[src/rtl/core/tpp_pkg.sv]
package tpp_pkg;

  typedef enum logic [3:0] {
    PH_TYPE  = 4'd0,
    PH_TAG0  = 4'd1,
    PH_LEN1  = 4'd2,
    PH_SIZE  = 4'd3,
    PH_TAG1  = 4'd4,
    PH_LEN2  = 4'd5,
    PH_NAME  = 4'd6,
    PH_DHIGH = 4'd7,
    PH_DLOW  = 4'd8,
    PH_DATA  = 4'd9,
    PH_SKIP  = 4'd10
  } phase_t;

  typedef enum logic [2:0] {
    K_SIZE    = 3'd0,
    K_NAME    = 3'd1,
    K_DLEN    = 3'd2,
    K_DATA    = 3'd3,
    K_END     = 3'd4,
    K_UNKNOWN = 3'd5,
    K_ERROR   = 3'd6
  } kind_t;

  typedef enum logic [2:0] {
    ERR_NONE      = 3'd0,
    ERR_SIZE_TAG  = 3'd1,
    ERR_SIZE_LEN  = 3'd2,
    ERR_NAME_TAG  = 3'd3,
    ERR_NAME_LEN  = 3'd4,
    ERR_DATA_LEN  = 3'd5,
    ERR_TRUNCATED = 3'd6
  } err_t;

  localparam logic [7:0] TAG_SIZE  = 8'd0;
  localparam logic [7:0] TAG_NAME  = 8'd1;
  localparam logic [7:0] TYPE_DATA = 8'd2;
  localparam logic [7:0] TYPE_END  = 8'd3;

  localparam int QUEUE_DEPTH = 2;
  localparam int QPTR_W      = $clog2(QUEUE_DEPTH);
  localparam int QCNT_W      = $clog2(QUEUE_DEPTH + 1);

  typedef struct packed {
    kind_t       kind;
    logic [63:0] value;
    logic        last;
    err_t        error;
  } result_t;

  typedef struct packed {
    logic full;
    logic empty;
  } qstat_t;

endpackage

[src/rtl/core/app_packet_tlv_parser_core.sv]
// Byte-serial parser for a file-transfer packet format with a start control packet,
// data packets and an end-of-transfer packet.
// Input channel: in_valid, in_stall, in_pkt_byte and in_pkt_end, one packet byte per item,
// with in_pkt_end marking the final byte of each packet.
// Result channel: out_valid, out_stall, out_kind, out_value, out_last and out_error.
// Each input byte gives zero or one result item.
// Throughput is one byte per cycle while in_stall is low: the parser updates its state in
// the cycle that it accepts a byte and writes any result into a two-entry queue.
// A result is written into the queue when its byte is accepted, then moved into the output
// register, from which the receiver takes it.
// When the receiver stalls, the output register holds its item, the queue fills and
// in_stall rises once the queue is full; no item is lost.
// After reset the parser expects a start packet, the queue is empty and out_valid is low.
// MAX_SIZE_BYTES sets the longest accepted file-size field, in bytes.
module app_packet_tlv_parser_core #(
  parameter int MAX_SIZE_BYTES = 8
) (
  input  logic        clk,
  input  logic        rst_n,
  input  logic        in_valid,
  output logic        in_stall,
  input  logic [7:0]  in_pkt_byte,
  input  logic        in_pkt_end,
  output logic        out_valid,
  input  logic        out_stall,
  output logic [2:0]  out_kind,
  output logic [63:0] out_value,
  output logic        out_last,
  output logic [2:0]  out_error
);
  import tpp_pkg::*;

  qstat_t  q_stat;
  logic    q_push;
  logic    q_pop;
  result_t q_wdata;
  result_t q_rdata;

  tpp_front #(
    .MAX_SIZE_BYTES(MAX_SIZE_BYTES)
  ) u_front (
    .clk        (clk),
    .rst_n      (rst_n),
    .in_valid   (in_valid),
    .in_stall   (in_stall),
    .in_pkt_byte(in_pkt_byte),
    .in_pkt_end (in_pkt_end),
    .q_stat     (q_stat),
    .q_push     (q_push),
    .q_data     (q_wdata)
  );

  tpp_queue u_queue (
    .clk      (clk),
    .rst_n    (rst_n),
    .push     (q_push),
    .push_data(q_wdata),
    .pop      (q_pop),
    .pop_data (q_rdata),
    .stat     (q_stat)
  );

  tpp_back u_back (
    .clk      (clk),
    .rst_n    (rst_n),
    .q_stat   (q_stat),
    .q_data   (q_rdata),
    .q_pop    (q_pop),
    .out_valid(out_valid),
    .out_stall(out_stall),
    .out_kind (out_kind),
    .out_value(out_value),
    .out_last (out_last),
    .out_error(out_error)
  );

  a_no_push_full: assert property (@(posedge clk) disable iff (!rst_n)
    q_push |-> !q_stat.full)
    else $error("result written into a full queue");

  a_no_pop_empty: assert property (@(posedge clk) disable iff (!rst_n)
    q_pop |-> !q_stat.empty)
    else $error("result read from an empty queue");

  a_no_invented: assert property (@(posedge clk) disable iff (!rst_n)
    (!out_valid && q_stat.empty) |=> !out_valid)
    else $error("output item appeared without a queued result");

  a_error_code: assert property (@(posedge clk) disable iff (!rst_n)
    out_valid |-> ((out_kind == K_ERROR) == (out_error != ERR_NONE)))
    else $error("error code does not match result kind");

endmodule

[src/rtl/core/tpp_front.sv]
module tpp_front #(
  parameter int MAX_SIZE_BYTES = 8
) (
  input  logic            clk,
  input  logic            rst_n,
  input  logic            in_valid,
  output logic            in_stall,
  input  logic [7:0]      in_pkt_byte,
  input  logic            in_pkt_end,
  input  tpp_pkg::qstat_t q_stat,
  output logic            q_push,
  output tpp_pkg::result_t q_data
);
  import tpp_pkg::*;

  localparam int AccW = MAX_SIZE_BYTES * 8;

  phase_t           phase_r, phase_nxt;
  logic             started_r, started_nxt;
  logic [15:0]      left_r, left_nxt;
  logic [AccW-1:0]  acc_r, acc_nxt;
  logic [7:0]       hi_r, hi_nxt;
  logic             accept;
  logic             have;
  result_t          res;
  phase_t           next;
  logic [15:0]      dlen;

  assign in_stall = q_stat.full;
  assign accept   = in_valid && !in_stall;
  assign dlen     = {hi_r, in_pkt_byte};

  always_comb begin
    next        = PH_SKIP;
    have        = 1'b0;
    res         = '{kind: K_SIZE, value: 64'd0, last: 1'b0, error: ERR_NONE};
    started_nxt = started_r;
    left_nxt    = left_r;
    acc_nxt     = acc_r;
    hi_nxt      = hi_r;
    unique case (phase_r)
      PH_TYPE: begin
        if (!started_r) begin
          next = PH_TAG0;
        end else if (in_pkt_byte == TYPE_DATA) begin
          next = PH_DHIGH;
        end else if (in_pkt_byte == TYPE_END) begin
          have        = 1'b1;
          res.kind    = K_END;
          res.value   = {56'd0, in_pkt_byte};
          started_nxt = 1'b0;
        end else begin
          have      = 1'b1;
          res.kind  = K_UNKNOWN;
          res.value = {56'd0, in_pkt_byte};
        end
      end
      PH_TAG0: begin
        if (in_pkt_byte != TAG_SIZE) begin
          have      = 1'b1;
          res.kind  = K_ERROR;
          res.error = ERR_SIZE_TAG;
        end else begin
          next = PH_LEN1;
        end
      end
      PH_LEN1: begin
        if (in_pkt_byte == 8'd0 || in_pkt_byte > 8'(MAX_SIZE_BYTES)) begin
          have      = 1'b1;
          res.kind  = K_ERROR;
          res.error = ERR_SIZE_LEN;
        end else begin
          left_nxt = {8'd0, in_pkt_byte};
          acc_nxt  = '0;
          next     = PH_SIZE;
        end
      end
      PH_SIZE: begin
        acc_nxt  = AccW'({acc_r, in_pkt_byte});
        left_nxt = left_r - 16'd1;
        if (left_nxt == 16'd0) begin
          have      = 1'b1;
          res.kind  = K_SIZE;
          res.value = 64'(acc_nxt);
          next      = PH_TAG1;
        end else begin
          next = PH_SIZE;
        end
      end
      PH_TAG1: begin
        if (in_pkt_byte != TAG_NAME) begin
          have      = 1'b1;
          res.kind  = K_ERROR;
          res.error = ERR_NAME_TAG;
        end else begin
          next = PH_LEN2;
        end
      end
      PH_LEN2: begin
        if (in_pkt_byte == 8'd0) begin
          have      = 1'b1;
          res.kind  = K_ERROR;
          res.error = ERR_NAME_LEN;
        end else begin
          left_nxt = {8'd0, in_pkt_byte};
          next     = PH_NAME;
        end
      end
      PH_NAME: begin
        have      = 1'b1;
        res.kind  = K_NAME;
        res.value = {56'd0, in_pkt_byte};
        if (left_r <= 16'd1) begin
          left_nxt    = 16'd0;
          res.last    = 1'b1;
          started_nxt = 1'b1;
        end else begin
          left_nxt = left_r - 16'd1;
          next     = PH_NAME;
        end
      end
      PH_DHIGH: begin
        hi_nxt = in_pkt_byte;
        next   = PH_DLOW;
      end
      PH_DLOW: begin
        have = 1'b1;
        if (dlen == 16'd0) begin
          res.kind  = K_ERROR;
          res.error = ERR_DATA_LEN;
        end else begin
          res.kind  = K_DLEN;
          res.value = {48'd0, dlen};
          left_nxt  = dlen;
          next      = PH_DATA;
        end
      end
      PH_DATA: begin
        have      = 1'b1;
        res.kind  = K_DATA;
        res.value = {56'd0, in_pkt_byte};
        if (left_r <= 16'd1) begin
          left_nxt = 16'd0;
          res.last = 1'b1;
        end else begin
          left_nxt = left_r - 16'd1;
          next     = PH_DATA;
        end
      end
      default: begin
        next = PH_SKIP;
      end
    endcase
    if (in_pkt_end) begin
      if (next != PH_SKIP && next != PH_TYPE && !(have && res.kind == K_ERROR)) begin
        have = 1'b1;
        res  = '{kind: K_ERROR, value: 64'd0, last: 1'b0, error: ERR_TRUNCATED};
      end
      next = PH_TYPE;
    end
    phase_nxt = next;
  end

  assign q_push = accept && have;
  assign q_data = res;

  always_ff @(posedge clk) begin
    if (!rst_n) begin
      phase_r   <= PH_TYPE;
      started_r <= 1'b0;
      left_r    <= 16'd0;
      acc_r     <= '0;
      hi_r      <= 8'd0;
    end else if (accept) begin
      phase_r   <= phase_nxt;
      started_r <= started_nxt;
      left_r    <= left_nxt;
      acc_r     <= acc_nxt;
      hi_r      <= hi_nxt;
    end
  end

endmodule

[src/rtl/core/tpp_queue.sv]
module tpp_queue (
  input  logic             clk,
  input  logic             rst_n,
  input  logic             push,
  input  tpp_pkg::result_t push_data,
  input  logic             pop,
  output tpp_pkg::result_t pop_data,
  output tpp_pkg::qstat_t  stat
);
  import tpp_pkg::*;

  result_t             mem_r [QUEUE_DEPTH];
  logic [QPTR_W-1:0]   wr_ptr_r, rd_ptr_r;
  logic [QCNT_W-1:0]   count_r, count_nxt;

  assign stat.full  = (count_r == QCNT_W'(QUEUE_DEPTH));
  assign stat.empty = (count_r == '0);
  assign pop_data   = mem_r[rd_ptr_r];

  always_comb begin
    count_nxt = count_r;
    if (push && !pop) begin
      count_nxt = count_r + 1'b1;
    end else if (pop && !push) begin
      count_nxt = count_r - 1'b1;
    end
  end

  always_ff @(posedge clk) begin
    if (push) begin
      mem_r[wr_ptr_r] <= push_data;
    end
  end

  always_ff @(posedge clk) begin
    if (!rst_n) begin
      wr_ptr_r <= '0;
      rd_ptr_r <= '0;
      count_r  <= '0;
    end else begin
      count_r <= count_nxt;
      if (push) begin
        wr_ptr_r <= (wr_ptr_r == QPTR_W'(QUEUE_DEPTH - 1)) ? '0 : wr_ptr_r + 1'b1;
      end
      if (pop) begin
        rd_ptr_r <= (rd_ptr_r == QPTR_W'(QUEUE_DEPTH - 1)) ? '0 : rd_ptr_r + 1'b1;
      end
    end
  end

endmodule

[src/rtl/core/tpp_back.sv]
module tpp_back (
  input  logic             clk,
  input  logic             rst_n,
  input  tpp_pkg::qstat_t  q_stat,
  input  tpp_pkg::result_t q_data,
  output logic             q_pop,
  output logic             out_valid,
  input  logic             out_stall,
  output logic [2:0]       out_kind,
  output logic [63:0]      out_value,
  output logic             out_last,
  output logic [2:0]       out_error
);
  import tpp_pkg::*;

  logic    valid_r;
  result_t res_r;
  logic    load;

  assign load      = !valid_r || !out_stall;
  assign q_pop     = load && !q_stat.empty;
  assign out_valid = valid_r;
  assign out_kind  = res_r.kind;
  assign out_value = res_r.value;
  assign out_last  = res_r.last;
  assign out_error = res_r.error;

  always_ff @(posedge clk) begin
    if (!rst_n) begin
      valid_r <= 1'b0;
    end else if (load) begin
      valid_r <= !q_stat.empty;
    end
  end

  always_ff @(posedge clk) begin
    if (q_pop) begin
      res_r <= q_data;
    end
  end

endmodule
[config.mk]
export PLATFORM = sky130hd
export DESIGN_NAME = app_packet_tlv_parser_core
export DESIGN_NICKNAME = d
export VERILOG_FILES = /design/src/rtl/core/tpp_pkg.sv /design/src/rtl/core/app_packet_tlv_parser_core.sv /design/src/rtl/core/tpp_front.sv /design/src/rtl/core/tpp_queue.sv /design/src/rtl/core/tpp_back.sv
export SDC_FILE = /design/constraint.sdc
export NUM_CORES = 1
export LEC_CHECK = 0
export ABC_AREA = 1
export BUFFER_PORTS_ARGS = -buffer_cell sky130_fd_sc_hd__buf_2
export CAP_MARGIN = 10
export CORE_AREA = 2 2 163 165
export DETAILED_ROUTE_END_ITERATION = 10
export DIE_AREA = 0 0 165 167
export PLACE_DENSITY = 0.67
export SLEW_MARGIN = 20
export SYNTH_ARGS = -nofsm -noshare
export SYNTH_HDL_FRONTEND = slang
export SYNTH_SLANG_ARGS = --single-unit
export TNS_END_PERCENT = 5
[constraint.sdc]
create_clock -name clk -period 7 [get_ports clk]
set_input_delay 1.4 -clock clk [delete_from_list [all_inputs] [get_ports clk]]
set_output_delay 1.4 -clock clk [all_outputs]
set_load 0.1 [all_outputs]
# --- Word level (Yosys, flattened, before mapping) ---
# Memories as Yosys holds them, arrays and structs flattened. A register that Yosys moved wholly into a read port is not among the register bits.
# Index checks and enable logic that the tools add are counted.
word_totals:
  memories: 1
  wordCells: 132
  input_bits: 13
  output_inout_bits: 73
  mem_bits_rw: 142
  reg_bits: 90
mem_list:
  columns: ["name", "words", "word_bits", "rd", "rd_ports_with_merged_regs", "write_ports", "line_no", "rtl"]
  rows:
  - ["u_queue.mem_r", 2, 71, 1, 1, 1, "tpp_queue.sv:12", "result_t mem_r [QUEUE_DEPTH];"]
classes:
  n_mux: 62
  addsub: 5
  reduce_logical: 34
  eq_ne: 19
  magnitude_cmp: 2
op_table:
  columns: ["op", "n"]
  rows:
  - ["$pmux 64 s4", 1]
  - ["$mux 71", 2]
  - ["$mux 67", 2]
  - ["$pmux 56 s2", 1]
  - ["$mux 16", 5]
  - ["$pmux 16 s5", 1]
  - ["$mux 65", 1]
  - ["$mux 64", 1]
  - ["$mux 56", 1]
  - ["$pmux 4 s10", 1]
  - ["$logic_not 16->1", 2]
  - ["$mux 4", 8]
  - ["$pmux 3 s9", 1]
  - ["$mux 3", 8]
  - ["$mux 1", 20]
  - ["$eq 4x3->1 const B", 4]
  - ["$eq 8x2->1 const B", 2]
  - ["$le 16x1->1 const B", 1]
  - ["$sub 16x1->16 const B", 1]
  - ["$pmux 3 s5", 1]
  - ["$mux 2", 6]
  - ["$eq 4x2->1 const B", 2]
  - ["$eq 4x4->1 const B", 2]
  - ["$gt 8x4->1 const B", 1]
  - ["other kinds (27)", 47]

# --- Depth between registers and ports, before layout ---
# Gate-level depths: netlist (run 1).
depth:
  ltp_word: 16
  mapped_depth: 19

# --- By module ---
# Synthesis (run 1) repeated with hierarchy kept, for this count alone.
hier_totals:
  hier_cells: 1177
  hier_area_um2: 13541.7
by_module_without_submodules:
  columns: ["mod", "cells_each", "area_each_um2", "n_inst", "seq_area_each_um2"]
  rows:
  - ["tpp_queue", 256, 5705.5, 1, 4364.2]
  - ["tpp_front", 845, 5662.9, 1, 1701.6]
  - ["tpp_back", 76, 2173.3, 1, 2152.1]

# --- Worst setup path before layout (run 1) ---
# No wires, ideal clock.
synth_timing:
  path_type: "input to register"
  start: "input port in_pkt_byte[0]"
  end: "memory u_queue.mem_r[0][0] (netlist name), enable pin"
  required_ps: 6499
  setup_slack_ps: 1222
  setup_time_ps: 501
  t_arrival_ps: 5277
  path_stages: 11
  cell_sequence: "inv_1 -> nand2_1 -> nor2_1 -> inv_2 -> nor2_2 -> nand2_1 -> nand2_1 -> nor2_1 -> nand4_1 -> nand3_1 -> nor2_1"
synth_via:
  elab_chain_len: 14
  elab_cells_between_ends: 44
  classes_between: "order compare: 1; eq/ne: 5; mux: 28; reduce/logical: 10"
synth_lines:
  columns: ["element", "line_no", "rtl"]
  rows:
  - ["from (decl)", "app_packet_tlv_parser_core.sv:22", "input logic [7:0] in_pkt_byte,"]
  - ["parallel branches: the longest is 10 deep, another holds $gt 8x4->1", null, null]
  - ["$mux 1 *", "tpp_front.sv:154", "if (in_pkt_end) begin"]
  - ["$logic_and 1x1->1 *", "tpp_front.sv:164", "assign q_push = accept && have;"]
  - ["$mux 1 *", "tpp_queue.sv:30", "if (push) begin"]
  - ["$mux 1 (not written as such) *", "tpp_queue.sv:31", "mem_r[wr_ptr_r] <= push_data;"]
  - ["to (decl)", "tpp_queue.sv:12", null]
# Mark *: on every way between the ends.

# --- Final worst setup path (run 1) ---
layout_timing:
  start: "input port in_pkt_byte[1]"
  end: "memory u_queue.mem_r[0][55] (netlist name), enable pin"
# The elaborated chain is that of the path after synthesis.

==> summary.txt, run 1 <==
status: finished clean
fin. max-slew vios: 0
hpwl dp: 17700 µm
crit path max fanout: 45
CTS Buf Count: 31
max_cap viols: 0
CTS Hold Bufs: 0
first-pass GRT wire length: 44700 µm
io pins: 86
Vias/cell: 5.29
final setup fails: 0
largest net degree at the start of global routing: 113
area leader, netlist: edfxtp_1
Critical path origin: in_pkt_byte[1]
DRT Wirelength: 27900 µm
worst-case vdd ir drop: 0.373 mV
Yosys reg bits: 303
internal power: 3.55 mW
die width: 165 µm
Synth async-reset ratio: 0%
chip height: 167 µm
Syn Inst Count: 1257
Final Hold Vio Count: 0
Worst setup EP type: flip-flop
Worst Setup Start Kind: primary input
Remaining DRCs: 0
worst hold path type: flip-flop to flip-flop
Overall Global Routing Usage: 20.4%
crit path DAT: 4.05 ns
number of setup buffers added after CTS: 0
Period minus WS final: 3.88 ns
Yosys cell types: 41
via count: 8884
TNS Setup: 0 ns
clock power share: 25.5%
Syn-to-layout area delta: 12.8%
top post-synthesis cells by area: edfxtp_1 51%, dfxtp_1 14%, nand2_1 13%, a21oi_1 5.3%, nand3b_1 3.6%
number of port buffers: 85
CTS tree: done
Crit Path Class: primary input to flip-flop
number of global-route vias before repair: 8467
Initial Utilization: 49.1%
Reg2Reg Depth: 13
PwrDens: 440 mW/mm²
nets@finish: 1337
area share of the largest cell type after synthesis: 50.5%
register area share after synthesis: 64.8%
TritonRoute pass-1 iters: 5
commonest non-fill, non-tap cells in the layout: 434 x nand2_1, 213 x edfxtp_1, 134 x a21oi_1
CORE AREA: 0.0258 mm²
die area: 0.0276 mm²
CTS root buf: clkbuf_16
Worst Clk Skew: 0.0114 ns
Rows: 59
Sw Ratio: 43.5%
register-to-register setup slack: 3.16 ns
r2r endpoint: u_queue.mem_r[0][55]
YS warnings: 0
period utilization: 55.4%
CP required: 7.17 ns
Clock Tree Buf Depth: 3
share of cells above drive strength 1: 14.2%
CTS resizes: 0
Hold Startpoint: u_front.acc_r[54]
Skew-Pair Late Insertion Delay: 0.54 ns
CTS clk-pin slew, worst paths: 0.06 ns
max frequency: 258 MHz
final hold slack: 0.466 ns
WL/cell: 16.6 µm
r2r startpoint: u_front.left_r[0]
Sw Pwr: 2.73 mW
worst slew pin tran: 1.00 ns
GP Congestion: 0.949
initial antenna violation count: 0
Synth Flop Type: edfxtp_1
CTS sink cnt: 303
unrepaired setup endpoints after global routing: no
hold-critical path depth: 2
Iter 0 DRT Violations: 760
Avg Inst Size Synth: 10.1 µm²
Final ANT Viol Nets: 0
Hold Path End: u_front.acc_r[54]
n_diodes: 0
relative slew slack: 32.9%
syn_nets: 1274
sequential share of power: 38.0%
total gr overflow: 0
Post-synth EDFFs: 213
cell area after synthesis: 0.0127 mm²
Gate power share: 36.5%
static leakage: 5.43 nW
depth of the CTS H-tree: 1
most common cell after layout, fill and taps aside: nand2_1
[power by group through the flow]
stage,Sequential (mW),Combinational [mW],Clock [mW]
6_report,2.39,2.29,1.60
5_1_grt,2.42,2.41,1.71
4_1_cts,2.39,2.31,1.63
3_5_place_dp,2.43,2.31,0
3_3_place_gp,2.42,2.29,0
2_1_floorplan,3.84,0.511,0
[worst max-delay path: stages]
cell	delay [ns]
buf_2	0.15
inv_1	0.13
nand2_1	0.08
nor2_1	0.14
inv_2	0.07
nor2_2	0.17
nand2_1	0.10
nand2_1	0.12
nor2_1	0.07
nand4_1	0.11
nand3_1	0.16
nor2_4	0.65
buf_4	0.64
[per-layer routing]
layer	part of all wire (%)	vias up	track usage, %
met2	50	261	34.1
met4	1.8	0	4.84
met1	43	4222	28.3
met3	5.3	34	2.76
met5	0	-	0
li1	-	4367	-
[sequential cells by signal, summed over array words and instances (netlist names)]
signal and cells:
u_back.out_last 1, u_back.out_value 64, u_back.out_kind 3, u_back.out_error 3
u_queue.rd_ptr_r 1, u_queue.wr_ptr_r 1, u_front.started_r 1, u_front.phase_r 4
u_queue.count_r 2, u_front.acc_r 56, u_back.out_valid 1, u_queue.mem_r 142
u_front.left_r 16, u_front.hi_r 8
[Yosys cell counts (7+ instances only)]
cell type / count
a21oi_1: 134
inv_1: 47
nand2_1: 434
edfxtp_1: 213
clkbuf_1: 42
nand3b_1: 60
inv_2: 15
o21ai_0: 23
nand4_1: 8
nor3_1: 7
nor2_2: 8
nand3_1: 25
a21oi_2: 11
dfxtp_1: 90
nor2_1: 65
buf_2: 12
nand2_2: 7
[layout make-up]
class / instances / area (µm²)
flip-flops and latches: 303 / 8200
well taps: 335 / 419
clock buffers: 42 / 817
repair buffers: 96 / 508
multi-input cells: 826 / 3930
clock inverters: 15 / 170
fillers: 2227 / 11500
inverters: 62 / 233
[logic make-up after synthesis]
logic type,synth area share [%]
adders and majority gates,0.395
DFF,64.8
buffers and inverters,4.34
and+or+nand+nor,22.0
xor gates and xnor gates,0.415
AOI/OAI and AO/OA,8.07
[worst max path at each step]
stage | endpoint
after floorplan | u_queue.mem_r[0][0]
after global placement | u_queue.mem_r[0][63]
after detailed placement | u_queue.mem_r[0][39]
after CTS | u_queue.mem_r[0][55]
after global routing | u_queue.mem_r[0][51]
final | u_queue.mem_r[0][55]
[metrics by stage]
stage / total power, mW / util [%] / area, µm² / setup WS [ns] / cells
floorplan: 4.35 / - / 12700 / 1.22 / 1257
global placement: 4.72 / 51.6 / 13300 / 2.67 / 1622
detailed placement: 4.74 / 51.6 / 13300 / 2.56 / 1622
CTS: 6.34 / 55.4 / 14300 / 3.09 / 1679
global route: 6.54 / 55.4 / 14300 / 2.77 / 1679
finish: 6.28 / 55.4 / 14300 / 3.12 / 1679
Note: power is estimated with default switching activity, not from simulation.
==> inputs of run 2 (changes only) <==
ABC_AREA = 0   (was 1)
CORE_AREA = 2 2 161 163   (was 2 2 163 165)
DIE_AREA = 0 0 163 165   (was 0 0 165 167)
clock period = 3.9 ns   (was 7 ns; I/O delays follow)
==> summary.txt, run 2 <==
DRT Wirelength: 26600 µm (was 27900 µm)
Tot Pwr: 10.8 mW (was 6.28 mW)
final setup fails: 0 (unchanged)
Reg with most FFs: u_queue.mem_r (unchanged)
CP required: 4.13 ns (was 7.17 ns)
Overall Global Routing Usage: 19.9% (was 20.4%)
YS warnings: 0 (unchanged)
Final Worst Setup Slack: 0.446 ns (was 3.12 ns)
CTS tree: done (unchanged)
Syn Inst Count: 996 (was 1257)
initial antenna violation count: 0 (unchanged)
status: finished clean (unchanged)
Yosys reg bits: 303 (unchanged)
area share of the largest cell type after synthesis: 51.6% (was 50.5%)
CTS root buf: clkbuf_16 (unchanged)
number of setup buffers added after CTS: 0 (unchanged)
Initial Utilization: 49.5% (was 49.1%)
most common cell after layout, fill and taps aside: edfxtp_1 (was nand2_1)
CTS sink cnt: 303 (unchanged)
largest net degree at the start of global routing: 73 (was 113)
Clock Tree Buf Depth: 3 (unchanged)
Skew-Pair Late Insertion Delay: 0.54 ns (about the same)
final hold slack: 0.463 ns (was 0.466 ns)
Synth Flop Type: edfxtp_1 (unchanged)
static leakage: 5.23 nW (was 5.43 nW)
Worst setup EP type: flip-flop (unchanged)
CTS resizes: 0 (unchanged)
syn_nets: 1013 (was 1274)
worst slew pin tran: 1.01 ns (was 1.00 ns)
final instance area: 0.0143 mm² (about the same)
register area share after synthesis: 66.1% (was 64.8%)
Remaining DRCs: 0 (unchanged)
most common cell in the netlist: edfxtp_1 (was nand2_1)
slowest stage delay, CP: 0.62 ns (was 0.65 ns)
slowest CP cell: or4_4 (was nor2_4)
unrepaired setup endpoints after global routing: no (unchanged)
Commonest cells post-synth: 213 x edfxtp_1, 111 x nand2_1, 90 x dfxtp_1 (was 434 x nand2_1, 213 x edfxtp_1, 134 x a21oi_1)
io pins: 86 (unchanged)
WL/cell: 18.7 µm (was 16.6 µm)
CTS Hold Bufs: 0 (unchanged)
Worst Clk Skew: 0.0123 ns (was 0.0114 ns)
CORE AREA: 0.0250 mm² (was 0.0258 mm²)
Post-synth EDFFs: 213 (unchanged)
TNS Setup: 0 ns (unchanged)
total gr overflow: 0 (unchanged)
max FFs per register: 142 (unchanged)
Worst Setup Start Kind: flip-flop (was primary input)
cell area after synthesis: 0.0124 mm² (was 0.0127 mm²)
commonest non-fill, non-tap cells in the layout: 213 x edfxtp_1, 111 x nand2_1, 88 x dfxtp_1 (was 434 x nand2_1, 213 x edfxtp_1, 134 x a21oi_1)
Period minus WS final: 3.45 ns
worst hold path type: flip-flop to flip-flop (unchanged)
via count: 8032 (was 8884)
Final ANT Viol Nets: 0 (unchanged)
fraction of met2 tracks used by global routing: 32.3% (was 34.1%)
Avg Inst Size Synth: 12.5 µm² (was 10.1 µm²)
met1 Use GR: 28.8% (was 28.3%)
chip height: 165 µm (was 167 µm)
PwrDens: 754 mW/mm² (was 440 mW/mm²)
nets@finish: 1087 (was 1337)
TritonRoute pass-1 iters: 4 (was 5)
crit path DAT: 3.68 ns (was 4.05 ns)
Placed Area: 0.0133 mm² (about the same)
share of cells above drive strength 1: 24.2% (was 14.2%)
relative slew slack: 32.9% (about the same)
Vias/cell: 5.64 (was 5.29)
Final Hold Vio Count: 0 (unchanged)
CTS clk-pin slew, worst paths: 0.06 ns (about the same)
most used routing layer: met2 (unchanged)
number of port buffers: 85 (unchanged)
max frequency: 290 MHz
Synth async-reset ratio: 0% (unchanged)
fin. max-slew vios: 0 (unchanged)
area leader, netlist: edfxtp_1 (unchanged)
top post-synthesis cells by area: edfxtp_1 52%, dfxtp_1 15%, mux2_2 6.4%, nand2_1 3.4%, a21oi_1 3.0% (was edfxtp_1 51%, dfxtp_1 14%, nand2_1 13%, a21oi_1 5.3%, nand3b_1 3.6%)
depth of the CTS H-tree: 1 (unchanged)
worst-case vdd ir drop: 0.512 mV (was 0.373 mV)
Yosys cell types: 68 (was 41)
die width: 163 µm (was 165 µm)
crit path max fanout: 31 (was 45)
worst-path cell chain: or4_4 -> or3_4 -> o21ai_2 -> nand4_1 -> or3_1 -> a31oi_2 -> and2_2 -> buf_12 (was buf_2 -> inv_1 -> nand2_1 -> nor2_1 -> inv_2 -> nor2_2 -> nand2_1 -> nand2_1 -> nor2_1 -> nand4_1 -> nand3_1 -> nor2_4 -> buf_4)
first-pass GRT wire length: 42100 µm (was 44700 µm)
number of global-route vias before repair: 7620 (was 8467)
pre-CTS WS: 0.239 ns (was 2.56 ns)
die area: 0.0269 mm² (was 0.0276 mm²)
Syn-to-layout area delta: 15.6% (was 12.8%)
M3 GR Usage: 2.29% (was 2.76%)
period utilization: 88.6%
hpwl dp: 16800 µm (was 17700 µm)
n_diodes: 0 (unchanged)
GP Congestion: 0.845 (was 0.949)
max_cap viols: 0 (unchanged)
Iter 0 DRT Violations: 610 (was 760)
CTS Buf Count: 30 (was 31)
Rows: 58 (was 59)
Crit Path Class: flip-flop to flip-flop (was primary input to flip-flop)
==> run 2: per-stage QoR <==
step | util, % | instances
5_1_grt | 57.3 | 1424
2_1_floorplan | - | 996
4_1_cts | 57.3 | 1424
3_5_place_dp | 53.1 | 1368
3_3_place_gp | 53.1 | 1368
6_report | 57.3 | 1424
==> run 2: final cells by class <==
class	count	area [µm²]
Fill cell	2041	10700
Sequential cell	303	8200
Multi-Input combinational cell	611	3940
Clock buffer	40	840
Timing Repair Buffer	115	713
Tap cell	330	413
Clock inverter	16	195
Inverter	9	33.8
==> run 2: kinds of logic after synthesis <==
logic type,after synthesis,share of synthesized area [%]
AOI/OAI and AO/OA,158,7.94
xor gates and xnor gates,11,0.777
adders and majority gates,4,0.403
buffers and inverters,82,2.73
DFF,303,66.1
muxes,80,7.17
and+or+nand+nor,358,14.9
==> run 2: final timing paths <==
path / startpoint / to / slack [ns] / depth (start not counted)
max reg2reg: u_front.left_r[8] / u_queue.mem_r[1][22] / 0.45 / 8
max: u_front.left_r[8] / u_queue.mem_r[1][22] / 0.45 / 8
min reg2reg: u_front.acc_r[10] / u_front.acc_r[10] / 0.46 / 2
min: u_front.acc_r[10] / u_front.acc_r[10] / 0.46 / 2
==> run 2: layer usage <==
metal	wire length [µm]	share of wire, %
met1	12200	46
met5	0	0
met4	482	1.8
met2	12500	47
met3	1310	4.9
==> run 2: critical path, delay by kind of cell, from the launching register on <==
kind,cells,cell delay [ns]
buffers and inverters,1,0.24
AOI/OAI and AO/OA,2,0.46
DFF,1,0.37
and+or+nand+nor,5,2.04
==> run 2: power by group <==
part           total [mW]  internal [mW]  switching [mW]
Combinational        3.63          0.671            2.96
Clock                2.97           1.78            1.19
Sequential           4.22           4.09           0.123
==> inputs of run 3 (changes only) <==
GPL_ROUTABILITY_DRIVEN = 0   (was not set)
PLACE_DENSITY = 0.66   (was 0.67)
==> summary.txt, run 3 (synthesized netlist as in run 2, its figures left out) <==
final hold slack: 0.455 ns (was 0.463 ns)
WL/cell: 18.4 µm (was 18.7 µm)
Syn-to-layout area delta: 16.0% (was 15.6%)
first-pass GRT wire length: 41000 µm (was 42100 µm)
CORE AREA: 0.0250 mm² (unchanged)
die width: 163 µm (unchanged)
relative slew slack: 34.3% (was 32.9%)
CTS clk-pin slew, worst paths: 0.07 ns (was 0.06 ns)
number of port buffers: 85 (unchanged)
Worst Setup Start Kind: flip-flop (unchanged)
max frequency: 286 MHz (was 290 MHz)
largest net degree at the start of global routing: 73 (unchanged)
die area: 0.0269 mm² (unchanged)
CP required: 4.36 ns (was 4.13 ns)
worst-case vdd ir drop: 0.571 mV (was 0.512 mV)
post-route insts no fill: 1421 (was 1424)
status: finished clean (unchanged)
static leakage: 5.26 nW (was 5.23 nW)
crit path max fanout: 6 (was 31)
io pins: 86 (unchanged)
Period minus WS final: 3.50 ns (was 3.45 ns)
TritonRoute pass-1 iters: 5 (was 4)
worst slew pin tran: 0.985 ns (was 1.01 ns)
slowest CP cell: or3b_1 (was or4_4)
max_cap viols: 0 (unchanged)
Final Hold Vio Count: 0 (unchanged)
Inst Count DP: 1363 (was 1368)
Reg with most FFs: u_queue.mem_r (unchanged)
unrepaired setup endpoints after global routing: no (unchanged)
Vias/cell: 5.65 (was 5.64)
pre-CTS WS: 0.234 ns (was 0.239 ns)
Worst Clk Skew: 0.0108 ns (was 0.0123 ns)
TNS Setup: 0 ns (unchanged)
fin. max-slew vios: 0 (unchanged)
CTS sink cnt: 303 (unchanged)
Multi-input gate area: 0.00394 mm² (unchanged)
Final ANT Viol Nets: 0 (unchanged)
gate family responsible for the most delay along the worst path: simple AND/OR/NAND/NOR gates (unchanged)
slowest stage delay, CP: 0.49 ns (was 0.62 ns)
CTS root buf: clkbuf_16 (unchanged)
hpwl dp: 16400 µm (was 16800 µm)
via count: 8035 (was 8032)
Overall Global Routing Usage: 19.4% (was 19.9%)
initial antenna violation count: 1 (was 0)
Sequential Area: 0.00820 mm² (unchanged)
Tot Pwr: 11.0 mW (was 10.8 mW)
chip height: 165 µm (unchanged)
max FFs per register: 142 (unchanged)
Final Worst Setup Slack: 0.399 ns (was 0.446 ns)
period utilization: 89.8% (was 88.6%)
Fillers: 2051 (was 2041)
CTS Hold Bufs: 0 (unchanged)
Clock Tree Buf Depth: 3 (unchanged)
number of setup buffers added after CTS: 0 (unchanged)
most common cell after layout, fill and taps aside: edfxtp_1 (unchanged)
crit path buf inv count: 1 (unchanged)
commonest non-fill, non-tap cells in the layout: 213 x edfxtp_1, 111 x nand2_1, 88 x dfxtp_1 (unchanged)
nets@finish: 1083 (was 1087)
DRT Wirelength: 26100 µm (was 26600 µm)
PwrDens: 766 mW/mm² (was 754 mW/mm²)
Worst setup EP type: flip-flop (unchanged)
CTS tree: done (unchanged)
number of global-route vias before repair: 7559 (was 7620)
Crit Path Class: flip-flop to flip-flop (unchanged)
Skew-Pair Late Insertion Delay: 0.54 ns (about the same)
worst-path cell chain: inv_1 -> ha_1 -> or3b_1 -> nor4_4 -> xnor2_1 -> nand4_1 -> or3_1 -> a31oi_2 -> ha_1 -> or3_1 -> a21oi_1 (was or4_4 -> or3_4 -> o21ai_2 -> nand4_1 -> or3_1 -> a31oi_2 -> and2_2 -> buf_12)
final setup fails: 0 (unchanged)
Initial Utilization: 49.5% (unchanged)
share of cells above drive strength 1: 24.1% (was 24.2%)
Rows: 58 (unchanged)
total gr overflow: 0 (unchanged)
Remaining DRCs: 0 (unchanged)
depth of the CTS H-tree: 1 (unchanged)
crit path DAT: 3.97 ns (was 3.68 ns)
CTS resizes: 0 (unchanged)
worst hold path type: flip-flop to flip-flop (unchanged)
Iter 0 DRT Violations: 715 (was 610)
CTS Buf Count: 31 (was 30)
run 3: worst min-delay path: cells and delay by family (launching register included):
family | cells | cell delay (ns)
compound gates | 1 | 0.05
simple gates | 1 | 0.05
flops | 1 | 0.31
run 3: per-layer routing:
layer  share of wire [%]  global-route usage [%]
met5                   0                       0
met4                 1.8                    4.51
met3                 6.2                    2.99
met2                  47                    31.9
met1                  45                    27.3
run 3: final cells by class:
class / count / area share (%)
inverter: 9 / 0.235
timing repair buffer: 110 / 4.70
antenna: 1 / 0.0174
clock buffer: 42 / 6.17
multi-input combinational: 611 / 27.4
tap: 330 / 2.87
clock inverter: 15 / 1.62
sequential: 303 / 57.0
run 3: path summary, 6_finish.rpt:
check	start	endpoint	slack, ns	cells after the start
max	u_front.left_r[1]	u_queue.count_r[1]	0.40	11
max reg2reg	u_front.left_r[1]	u_queue.count_r[1]	0.40	11
min	u_front.acc_r[50]	u_front.acc_r[50]	0.46	2
min reg2reg	u_front.acc_r[50]	u_front.acc_r[50]	0.46	2
run 3: power breakdown:
group	switching [mW]	internal, mW
combinational	2.96	0.677
clock	1.19	1.98
sequential	0.122	4.09
total	4.26	6.75
run 3: per-stage QoR:
stage	util [%]	area, µm²
final	57.5	14400
after global routing	57.4	14400
after CTS	57.4	14400
after detailed placement	53.0	13300
after global placement	53.0	13300
after floorplan	-	12500
